--- src/lfrf_pkg.sv ---
`default_nettype none
// ----------------------------------------------------------------------------
// lfrf_pkg
// Shared types and constants of the line-framed receive FIFO.
// ----------------------------------------------------------------------------
package lfrf_pkg;

  localparam int FIFO_DEPTH = 256;
  localparam int PTR_W      = $clog2(FIFO_DEPTH);
  localparam int LIMIT_W    = 9;
  localparam int CNT_W      = 8;

  localparam logic [7:0] CH_LF = 8'h0A;
  localparam logic [7:0] CH_CR = 8'h0D;

  localparam logic KIND_RX   = 1'b0;
  localparam logic KIND_READ = 1'b1;

  localparam logic [LIMIT_W-1:0] LIMIT_RST = LIMIT_W'(256);

  typedef logic [PTR_W-1:0] ptr_t;

  typedef enum logic [1:0] {
    RES_WRITE,
    RES_NOLINE,
    RES_CHAR,
    RES_END
  } res_sel_t;

  typedef struct packed {
    logic     wr_en;
    logic     rp_inc;
    logic     cnt_inc;
    logic     line_clr;
    logic     out_load;
    res_sel_t res_sel;
  } lfrf_cmd_t;

  typedef struct packed {
    logic flag;
    logic full;
    logic empty;
    logic cap_hit;
    logic rd_eol;
    logic out_busy;
  } lfrf_stat_t;

  function automatic ptr_t ptr_next(input ptr_t p);
    return (p == PTR_W'(FIFO_DEPTH - 1)) ? '0 : p + 1'b1;
  endfunction

  function automatic logic is_eol(input logic [7:0] c);
    return (c == CH_LF) || (c == CH_CR);
  endfunction

endpackage
`default_nettype wire

--- src/line_framed_receive_fifo_unit.sv ---
`default_nettype none
// ----------------------------------------------------------------------------
// line_framed_receive_fifo_unit
// Receive byte ring with one line-ready flag; hands out a line char by char.
// ----------------------------------------------------------------------------
//  channel | ports        | tdata (low bit up)               | tuser / tlast
//  in      | in_t*        | rx_byte[7:0]                     | tuser: kind
//  out     | out_t*       | accepted, char_out[7:0],         | tuser: char_valid,
//          |              | line_nonempty, 6 zero bits       |   no_line; tlast: line_end
//  cfg     | cfg_we/wdata | line_limit[8:0]                  | -
//
//  A received byte and a read with no line ready load the result from S_IDLE. A line
//  character is loaded from S_CHAR, after the registered read of the ring. A line end
//  is loaded from S_FCHK; when a CR/LF ends the line it passes S_CHAR and S_FWAIT first,
//  and each further CR/LF flushed from the head adds an S_FWAIT, S_FCHK pass (single ring read port).
//  Reset clears pointers, flag, count and limit (256); the ring is not cleared.
//  No beat is taken while a read is in progress or a result is held unread.
// ----------------------------------------------------------------------------
module line_framed_receive_fifo_unit (
  input  wire                          clk,
  input  wire                          rst_n,
  input  wire                          cfg_we,
  input  wire  [lfrf_pkg::LIMIT_W-1:0] cfg_wdata,   // line_limit
  input  wire                          in_tvalid,
  output logic                         in_tready,
  input  wire  [7:0]                   in_tdata,    // rx_byte
  input  wire                          in_tuser,    // kind
  output logic                         out_tvalid,
  input  wire                          out_tready,
  output logic [15:0]                  out_tdata,   // accepted, char_out, line_nonempty, pad
  output logic [1:0]                   out_tuser,   // char_valid, no_line
  output logic                         out_tlast    // line_end
);
  import lfrf_pkg::*;

  lfrf_cmd_t  cmd;
  lfrf_stat_t stat;
  logic       res_accepted, res_char_valid, res_line_end, res_nonempty, res_no_line;
  logic [7:0] res_char;

  lfrf_ctrl u_ctrl (
    .clk       (clk),
    .rst_n     (rst_n),
    .in_tvalid (in_tvalid),
    .in_tready (in_tready),
    .in_kind   (in_tuser),
    .stat      (stat),
    .cmd       (cmd)
  );

  lfrf_datapath u_dp (
    .clk            (clk),
    .rst_n          (rst_n),
    .cfg_we         (cfg_we),
    .cfg_wdata      (cfg_wdata),
    .rx_byte        (in_tdata),
    .cmd            (cmd),
    .stat           (stat),
    .out_valid      (out_tvalid),
    .out_tready     (out_tready),
    .res_accepted   (res_accepted),
    .res_char       (res_char),
    .res_char_valid (res_char_valid),
    .res_line_end   (res_line_end),
    .res_nonempty   (res_nonempty),
    .res_no_line    (res_no_line)
  );

  assign out_tdata = {6'b0, res_nonempty, res_char, res_accepted};
  assign out_tuser = {res_no_line, res_char_valid};
  assign out_tlast = res_line_end;

endmodule
`default_nettype wire

--- src/lfrf_ctrl.sv ---
`default_nettype none
// ----------------------------------------------------------------------------
// lfrf_ctrl
// Sequencer: takes beats, steps the line read and the CR/LF flush.
// ----------------------------------------------------------------------------
module lfrf_ctrl (
  input  wire                 clk,
  input  wire                 rst_n,
  input  wire                 in_tvalid,
  output logic                in_tready,
  input  wire                 in_kind,
  input  lfrf_pkg::lfrf_stat_t stat,
  output lfrf_pkg::lfrf_cmd_t  cmd
);
  import lfrf_pkg::*;

  typedef enum logic [3:0] {
    S_IDLE  = 4'b0001,
    S_CHAR  = 4'b0010,
    S_FWAIT = 4'b0100,
    S_FCHK  = 4'b1000
  } state_t;

  state_t state_r, state_nxt;
  logic   in_acc;

  assign in_tready = (state_r == S_IDLE) && !stat.out_busy;
  assign in_acc    = in_tvalid && in_tready;

  always_comb begin
    state_nxt = state_r;
    cmd       = '0;
    cmd.res_sel = RES_WRITE;
    case (state_r)
      S_IDLE: begin
        if (in_acc) begin
          if (in_kind == KIND_RX) begin
            cmd.wr_en    = !stat.full;
            cmd.out_load = 1'b1;
            cmd.res_sel  = RES_WRITE;
          end else if (!stat.flag) begin
            cmd.out_load = 1'b1;
            cmd.res_sel  = RES_NOLINE;
          end else if (!stat.empty && !stat.cap_hit) begin
            state_nxt = S_CHAR;
          end else begin
            // head byte already sits in the read register
            state_nxt = S_FCHK;
          end
        end
      end
      S_CHAR: begin
        cmd.rp_inc = 1'b1;
        if (!stat.rd_eol) begin
          cmd.cnt_inc  = 1'b1;
          cmd.out_load = 1'b1;
          cmd.res_sel  = RES_CHAR;
          state_nxt    = S_IDLE;
        end else begin
          state_nxt = S_FWAIT;
        end
      end
      S_FWAIT: begin
        state_nxt = S_FCHK;
      end
      S_FCHK: begin
        if (!stat.empty && stat.rd_eol) begin
          cmd.rp_inc = 1'b1;
          state_nxt  = S_FWAIT;
        end else begin
          cmd.line_clr = 1'b1;
          cmd.out_load = 1'b1;
          cmd.res_sel  = RES_END;
          state_nxt    = S_IDLE;
        end
      end
      default: begin
        state_nxt = S_IDLE;
      end
    endcase
  end

  always_ff @(posedge clk) begin
    if (!rst_n) begin
      state_r <= S_IDLE;
    end else begin
      state_r <= state_nxt;
    end
  end

endmodule
`default_nettype wire

--- src/lfrf_datapath.sv ---
`default_nettype none
// ----------------------------------------------------------------------------
// lfrf_datapath
// Byte ring, pointers, line flag, char count, limit register, result register.
// ----------------------------------------------------------------------------
module lfrf_datapath (
  input  wire                              clk,
  input  wire                              rst_n,
  input  wire                              cfg_we,
  input  wire  [lfrf_pkg::LIMIT_W-1:0]     cfg_wdata,
  input  wire  [7:0]                       rx_byte,
  input  lfrf_pkg::lfrf_cmd_t              cmd,
  output lfrf_pkg::lfrf_stat_t             stat,
  output logic                             out_valid,
  input  wire                              out_tready,
  output logic                             res_accepted,
  output logic [7:0]                       res_char,
  output logic                             res_char_valid,
  output logic                             res_line_end,
  output logic                             res_nonempty,
  output logic                             res_no_line
);
  import lfrf_pkg::*;

  logic [7:0]         byte_store_r [FIFO_DEPTH];
  logic [7:0]         rd_data_r;
  ptr_t               wp_r, rp_r;
  logic               flag_r;
  logic [CNT_W-1:0]   cnt_r;
  logic [LIMIT_W-1:0] limit_r;
  logic               out_valid_r;
  logic               acc_r, cv_r, le_r, ne_r, nl_r;
  logic [7:0]         ch_r;

  logic [LIMIT_W-1:0] cap;
  logic               full, empty;

  assign full  = (ptr_next(wp_r) == rp_r);
  assign empty = (rp_r == wp_r);

  // per-line character cap: limit-1, zero for limit 0, saturated at 255
  always_comb begin
    cap = (limit_r == '0) ? '0 : limit_r - 1'b1;
    if (cap > LIMIT_W'(255)) cap = LIMIT_W'(255);
  end

  assign stat.flag     = flag_r;
  assign stat.full     = full;
  assign stat.empty    = empty;
  assign stat.cap_hit  = ({1'b0, cnt_r} >= cap);
  assign stat.rd_eol   = is_eol(rd_data_r);
  assign stat.out_busy = out_valid_r && !out_tready;

  always_ff @(posedge clk) begin
    if (cmd.wr_en) begin
      byte_store_r[wp_r] <= rx_byte;
    end
    rd_data_r <= byte_store_r[rp_r];
  end

  always_ff @(posedge clk) begin
    if (!rst_n) begin
      wp_r        <= '0;
      rp_r        <= '0;
      flag_r      <= 1'b0;
      cnt_r       <= '0;
      limit_r     <= LIMIT_RST;
      out_valid_r <= 1'b0;
    end else begin
      if (cfg_we) limit_r <= cfg_wdata;
      if (cmd.wr_en) begin
        wp_r <= ptr_next(wp_r);
        if (rx_byte == CH_LF) flag_r <= 1'b1;
      end
      if (cmd.rp_inc) rp_r <= ptr_next(rp_r);
      if (cmd.line_clr) begin
        flag_r <= 1'b0;
        cnt_r  <= '0;
      end else if (cmd.cnt_inc) begin
        cnt_r <= cnt_r + 1'b1;
      end
      if (cmd.out_load) begin
        out_valid_r <= 1'b1;
      end else if (out_tready) begin
        out_valid_r <= 1'b0;
      end
    end
  end

  always_ff @(posedge clk) begin
    if (cmd.out_load) begin
      acc_r <= (cmd.res_sel == RES_WRITE) && !full;
      ch_r  <= (cmd.res_sel == RES_CHAR) ? rd_data_r : 8'h00;
      cv_r  <= (cmd.res_sel == RES_CHAR);
      le_r  <= (cmd.res_sel == RES_END);
      ne_r  <= (cmd.res_sel == RES_END) && (cnt_r != '0);
      nl_r  <= (cmd.res_sel == RES_NOLINE);
    end
  end

  assign out_valid      = out_valid_r;
  assign res_accepted   = acc_r;
  assign res_char       = ch_r;
  assign res_char_valid = cv_r;
  assign res_line_end   = le_r;
  assign res_nonempty   = ne_r;
  assign res_no_line    = nl_r;

  a_no_overwrite: assert property (@(posedge clk) disable iff (!rst_n)
    cmd.out_load |-> !(out_valid_r && !out_tready))
    else $error("result register overwritten while held");

  a_no_write_full: assert property (@(posedge clk) disable iff (!rst_n)
    cmd.wr_en |-> !full)
    else $error("byte stored into full ring");

  a_no_read_empty: assert property (@(posedge clk) disable iff (!rst_n)
    cmd.rp_inc |-> !empty)
    else $error("read pointer advanced past write pointer");

endmodule
`default_nettype wire

--- config.mk ---
export PLATFORM = sky130hd
export DESIGN_NAME = line_framed_receive_fifo_unit
export DESIGN_NICKNAME = d
export VERILOG_FILES = /design/src/lfrf_pkg.sv /design/src/line_framed_receive_fifo_unit.sv /design/src/lfrf_ctrl.sv /design/src/lfrf_datapath.sv
export SDC_FILE = /design/constraint.sdc
export NUM_CORES = 2
export LEC_CHECK = 0
export BUFFER_PORTS_ARGS = -buffer_cell sky130_fd_sc_hd__buf_2
export CAP_MARGIN = 20
export CORE_MARGIN = 2
export CORE_UTILIZATION = 50
export CTS_CLUSTER_SIZE = 8
export DETAILED_ROUTE_END_ITERATION = 8
export GPL_ROUTABILITY_DRIVEN = 0
export PLACE_DENSITY = 0.7
export SYNTH_ARGS = -nofsm -noshare
export SYNTH_HDL_FRONTEND = slang
export SYNTH_HIERARCHICAL = 1
export SYNTH_SLANG_ARGS = --single-unit
--- constraint.sdc ---
create_clock -name clk -period 6.2 [get_ports clk]
set_clock_uncertainty 0.2 [all_clocks]
set_input_delay 1.24 -clock clk [delete_from_list [all_inputs] [get_ports clk]]
set_output_delay 1.24 -clock clk [all_outputs]
set_load 0.02 [all_outputs]
==> results.md <==
* Area of the multi-input gates at 18800 sq um
* Status: finished, final reports clean
* # setup viols final at 0
* Register area at 62800 sq um
* Core area at 165000 sq um
* Detail Placement HPWL at 130000 um
* RSZ-0062 raised after global routing: false
* Count of placed standard cells including taps at 6160
* Largest net degree at the start of global routing at 151
* Slew @ Worst Pin at 1.24 ns
* Post-cts resize count at 0
* Clock Sinks at 2108
* Skew-Pair Late Insertion Delay at 0.92 ns
* Area after DPL at 85700 sq um
* Root buffer cell: clkbuf_16
* Fmax at 181 MHz
* Setup_tns at 0 ns
* Violation count after the first detailed-routing iteration at 6922
* GRT overflow at 0
* Hold EP: u_dp/cnt_r[7]$_SDFFE_PP0P_
* Remaining DRCs at 0
* Hold Path Class: flip-flop to flip-flop
* Critical path's slowest cell: nor4_1
* Setup Fix Bufs, Post-CTS at 0
* Filler cells at 11800
* Slew headroom at 16.9%
* DRT Wirelength at 216000 um
* Die ar. at 170000 sq um
* CTS max path bufs at 4
* Hold depth at 2
* Fin nets at 4328
* Clock slew at reported path FFs at 0.05 ns
* Design area at 94100 sq um
* GRT Overall Usage at 25.5%
* Worst-path fanout max at 23
* Synth warn at 6
* Die Y at 413 um
* Synth async-reset ratio at 0%
* Critical path data required time at 6.51 ns
* Post-synth EDFFs at 2061
* Leak Pwr at 0.0284 uW
* Antenna-violating nets left at 0
* Area grow syn2layout at 12.7%
* Ys flop type: edfxtp_1
* Hold path start: u_dp/cnt_r[7]$_SDFFE_PP0P_
* Number of max-slew violations in the final report at 0
* Row count at 149
* Num CTS Buffers at 314
* Port Buffers at 37
* Die Wd at 413 um
* Tmin final at 5.51 ns
* Final period utilization at 88.9%
* Drt wl/cell at 33.1 um
* Synthesized area per cell at 20.4 sq um
* PD cells at 327 nW/um^2
* VDD IR max at 0.227 mV
* Vias per inst at 6.61
* Distinct cells, synth at 86
* Syn Inst Count at 4086
* CP endpoint kind: flip-flop
* Worst reg-to-reg setup slack at 0.69 ns
* 1st-pass router iterations at 6
* Non-Filler Instances at 6534
* Max H-tree Level at 5
* Layout cells sized above 1 at 21.9%
* First-pass GRT wire length at 310000 um
* Yosys reg bits at 2108
* CTS hold repair buffers at 0
* Crit start category: flip-flop
* Layout Utilization at 56.9%
* Reg2Reg Launch Point: u_dp/wp_r[0]$_SDFFE_PN0P_
* Critical path arrival at 5.82 ns
* Max-Cap Viols at 0
* Critical path class: flip-flop to flip-flop
* CP Launch Point: u_dp/wp_r[0]$_SDFFE_PN0P_
* Reg2reg end: u_dp/byte_store_r[88][5]$_DFFE_PP_
* Vias in the first global route at 42600
* CTS tree: done
* Antenna violations before repair at 5
* IO Pins at 44
* Register area share after synthesis at 75.3%
* Starting density of the core at 50.5%
* Reg2Reg Depth at 12
* Synthesized area at 83500 sq um
* Final hold viol count at 0
* Power Total at 30800 uW
* CP peak stage delay at 0.98 ns
* Worst-path cell chain: ha_1 -> nand3b_1 -> o21ai_0 -> nor2_1 -> a21oi_1 -> a21oi_1 -> nor4_1 -> nor3_2 -> buf_4 -> and3b_1 -> nand2_1 -> nor2_1
* Vias at 43200
==> worst max-delay path by stage <==
stage | endpoint | slack (ns) | cells past startpoint
2_1_floorplan | u_dp/byte_store_r[145][0]$_DFFE_PP_ | 2.43 | 16
3_3_place_gp | u_dp/byte_store_r[75][3]$_DFFE_PP_ | 1.01 | 12
3_5_place_dp | u_dp/byte_store_r[235][7]$_DFFE_PP_ | 0.92 | 12
4_1_cts | u_dp/byte_store_r[75][2]$_DFFE_PP_ | 0.90 | 12
5_1_grt | u_dp/byte_store_r[72][2]$_DFFE_PP_ | 0.62 | 12
6_report | u_dp/byte_store_r[88][5]$_DFFE_PP_ | 0.69 | 12
==> cell families after synthesis <==
kind of cell	after synthesis	share of synthesized area, %
other	1	0.00449
AOI/OAI and AO/OA	343	2.89
muxes	685	15.5
and+or+nand+nor	630	3.51
DFF	2108	75.3
buffers and inverters	272	2.25
adders and majority gates	16	0.240
xor gates and xnor gates	31	0.325
==> layer usage <==
metal  track usage (%)  vias to the layer above  wire length, um
met5                 0                        -               21
li1                  -                    17200                -
met2              37.1                     3033            96400
met1              36.5                    22400            82400
met3              7.35                      521            27900
met4              10.5                        4             9520
==> registers in the layout, summed over array words and instances (netlist names) <==
signal / cells
u_dp/byte_store_r: 2048
u_dp/limit_r: 9
u_dp/cnt_r: 8
u_dp/rd_data_r: 8
u_dp/res_char: 8
u_dp/rp_r: 8
u_dp/wp_r: 8
u_ctrl/state_r: 4
u_dp/flag_r: 1
u_dp/out_valid: 1
u_dp/res_accepted: 1
u_dp/res_char_valid: 1
u_dp/res_line_end: 1
u_dp/res_no_line: 1
u_dp/res_nonempty: 1
==> stage by stage <==
step                worst slack (ns)  hold slack (ns)
global placement                1.01            0.306
finish                         0.686            0.333
floorplan                       2.43            0.242
CTS                            0.900            0.292
global route                   0.622            0.337
detailed placement             0.924            0.326
==> cells in the final DEF (no fill, tap or decap), drive strengths merged, types with 20 or more instances in the layout <==
cell,n
edfxtp,2061
mux4,465
clkbuf,375
nor2,318
mux2i,174
buf,134
nand2,95
o22ai,65
a21oi,56
dfxtp,47
mux2,46
nor2b,40
a22oi,35
o21ai,35
nand3,30
nor3,29
and2,22
a211oi,20
==> worst max-delay path, delay by kind of cell, from the launching register on <==
kind / cells / cell delay [ns]
fa+ha+maj: 1 / 0.49
buf+inv: 1 / 0.27
flops: 1 / 0.54
simple gates: 7 / 3.14
compound gates: 3 / 0.45
==> synth_stat cells (all sizes together) (13+ instances only) <==
cell type	number	share of area (%)
nand2b	18	0.13
and2	22	0.16
nand2	95	0.43
nor2b	40	0.30
mux4	465	13
a22oi	35	0.31
a2111oi	15	0.16
a211oi	20	0.18
nand3	30	0.18
a21oi	56	0.34
o22ai	65	0.49
o21ai	35	0.21
a221oi	16	0.18
xnor2	18	0.19
edfxtp	2061	74
nor2	318	1.4
mux2i	174	2.1
mux2	46	0.62
dfxtp	47	1.1
buf	180	1.8
ha	16	0.24
nor3	29	0.18
xor2	13	0.14
o221ai	18	0.19
clkbuf	81	0.38
==> report_power, final <==
group	leakage, uW	total, uW	internal, uW	switching [uW]
combinational	0.00546	396	60.4	335
clock	0.00406	14700	9180	5530
sequential	0.0189	15700	15700	12.1
==> final cells by class <==
type	instances	area share, %
Antenna cell	1	0.00266
Clock buffer	366	8.75
Clock inverter	5	0.0692
Inverter	11	0.0439
Multi-Input combinational cell	1711	20.0
Sequential cell	2108	66.8
Tap cell	2189	2.91
Timing Repair Buffer	143	1.42
Power figures use the tool's default switching activity.
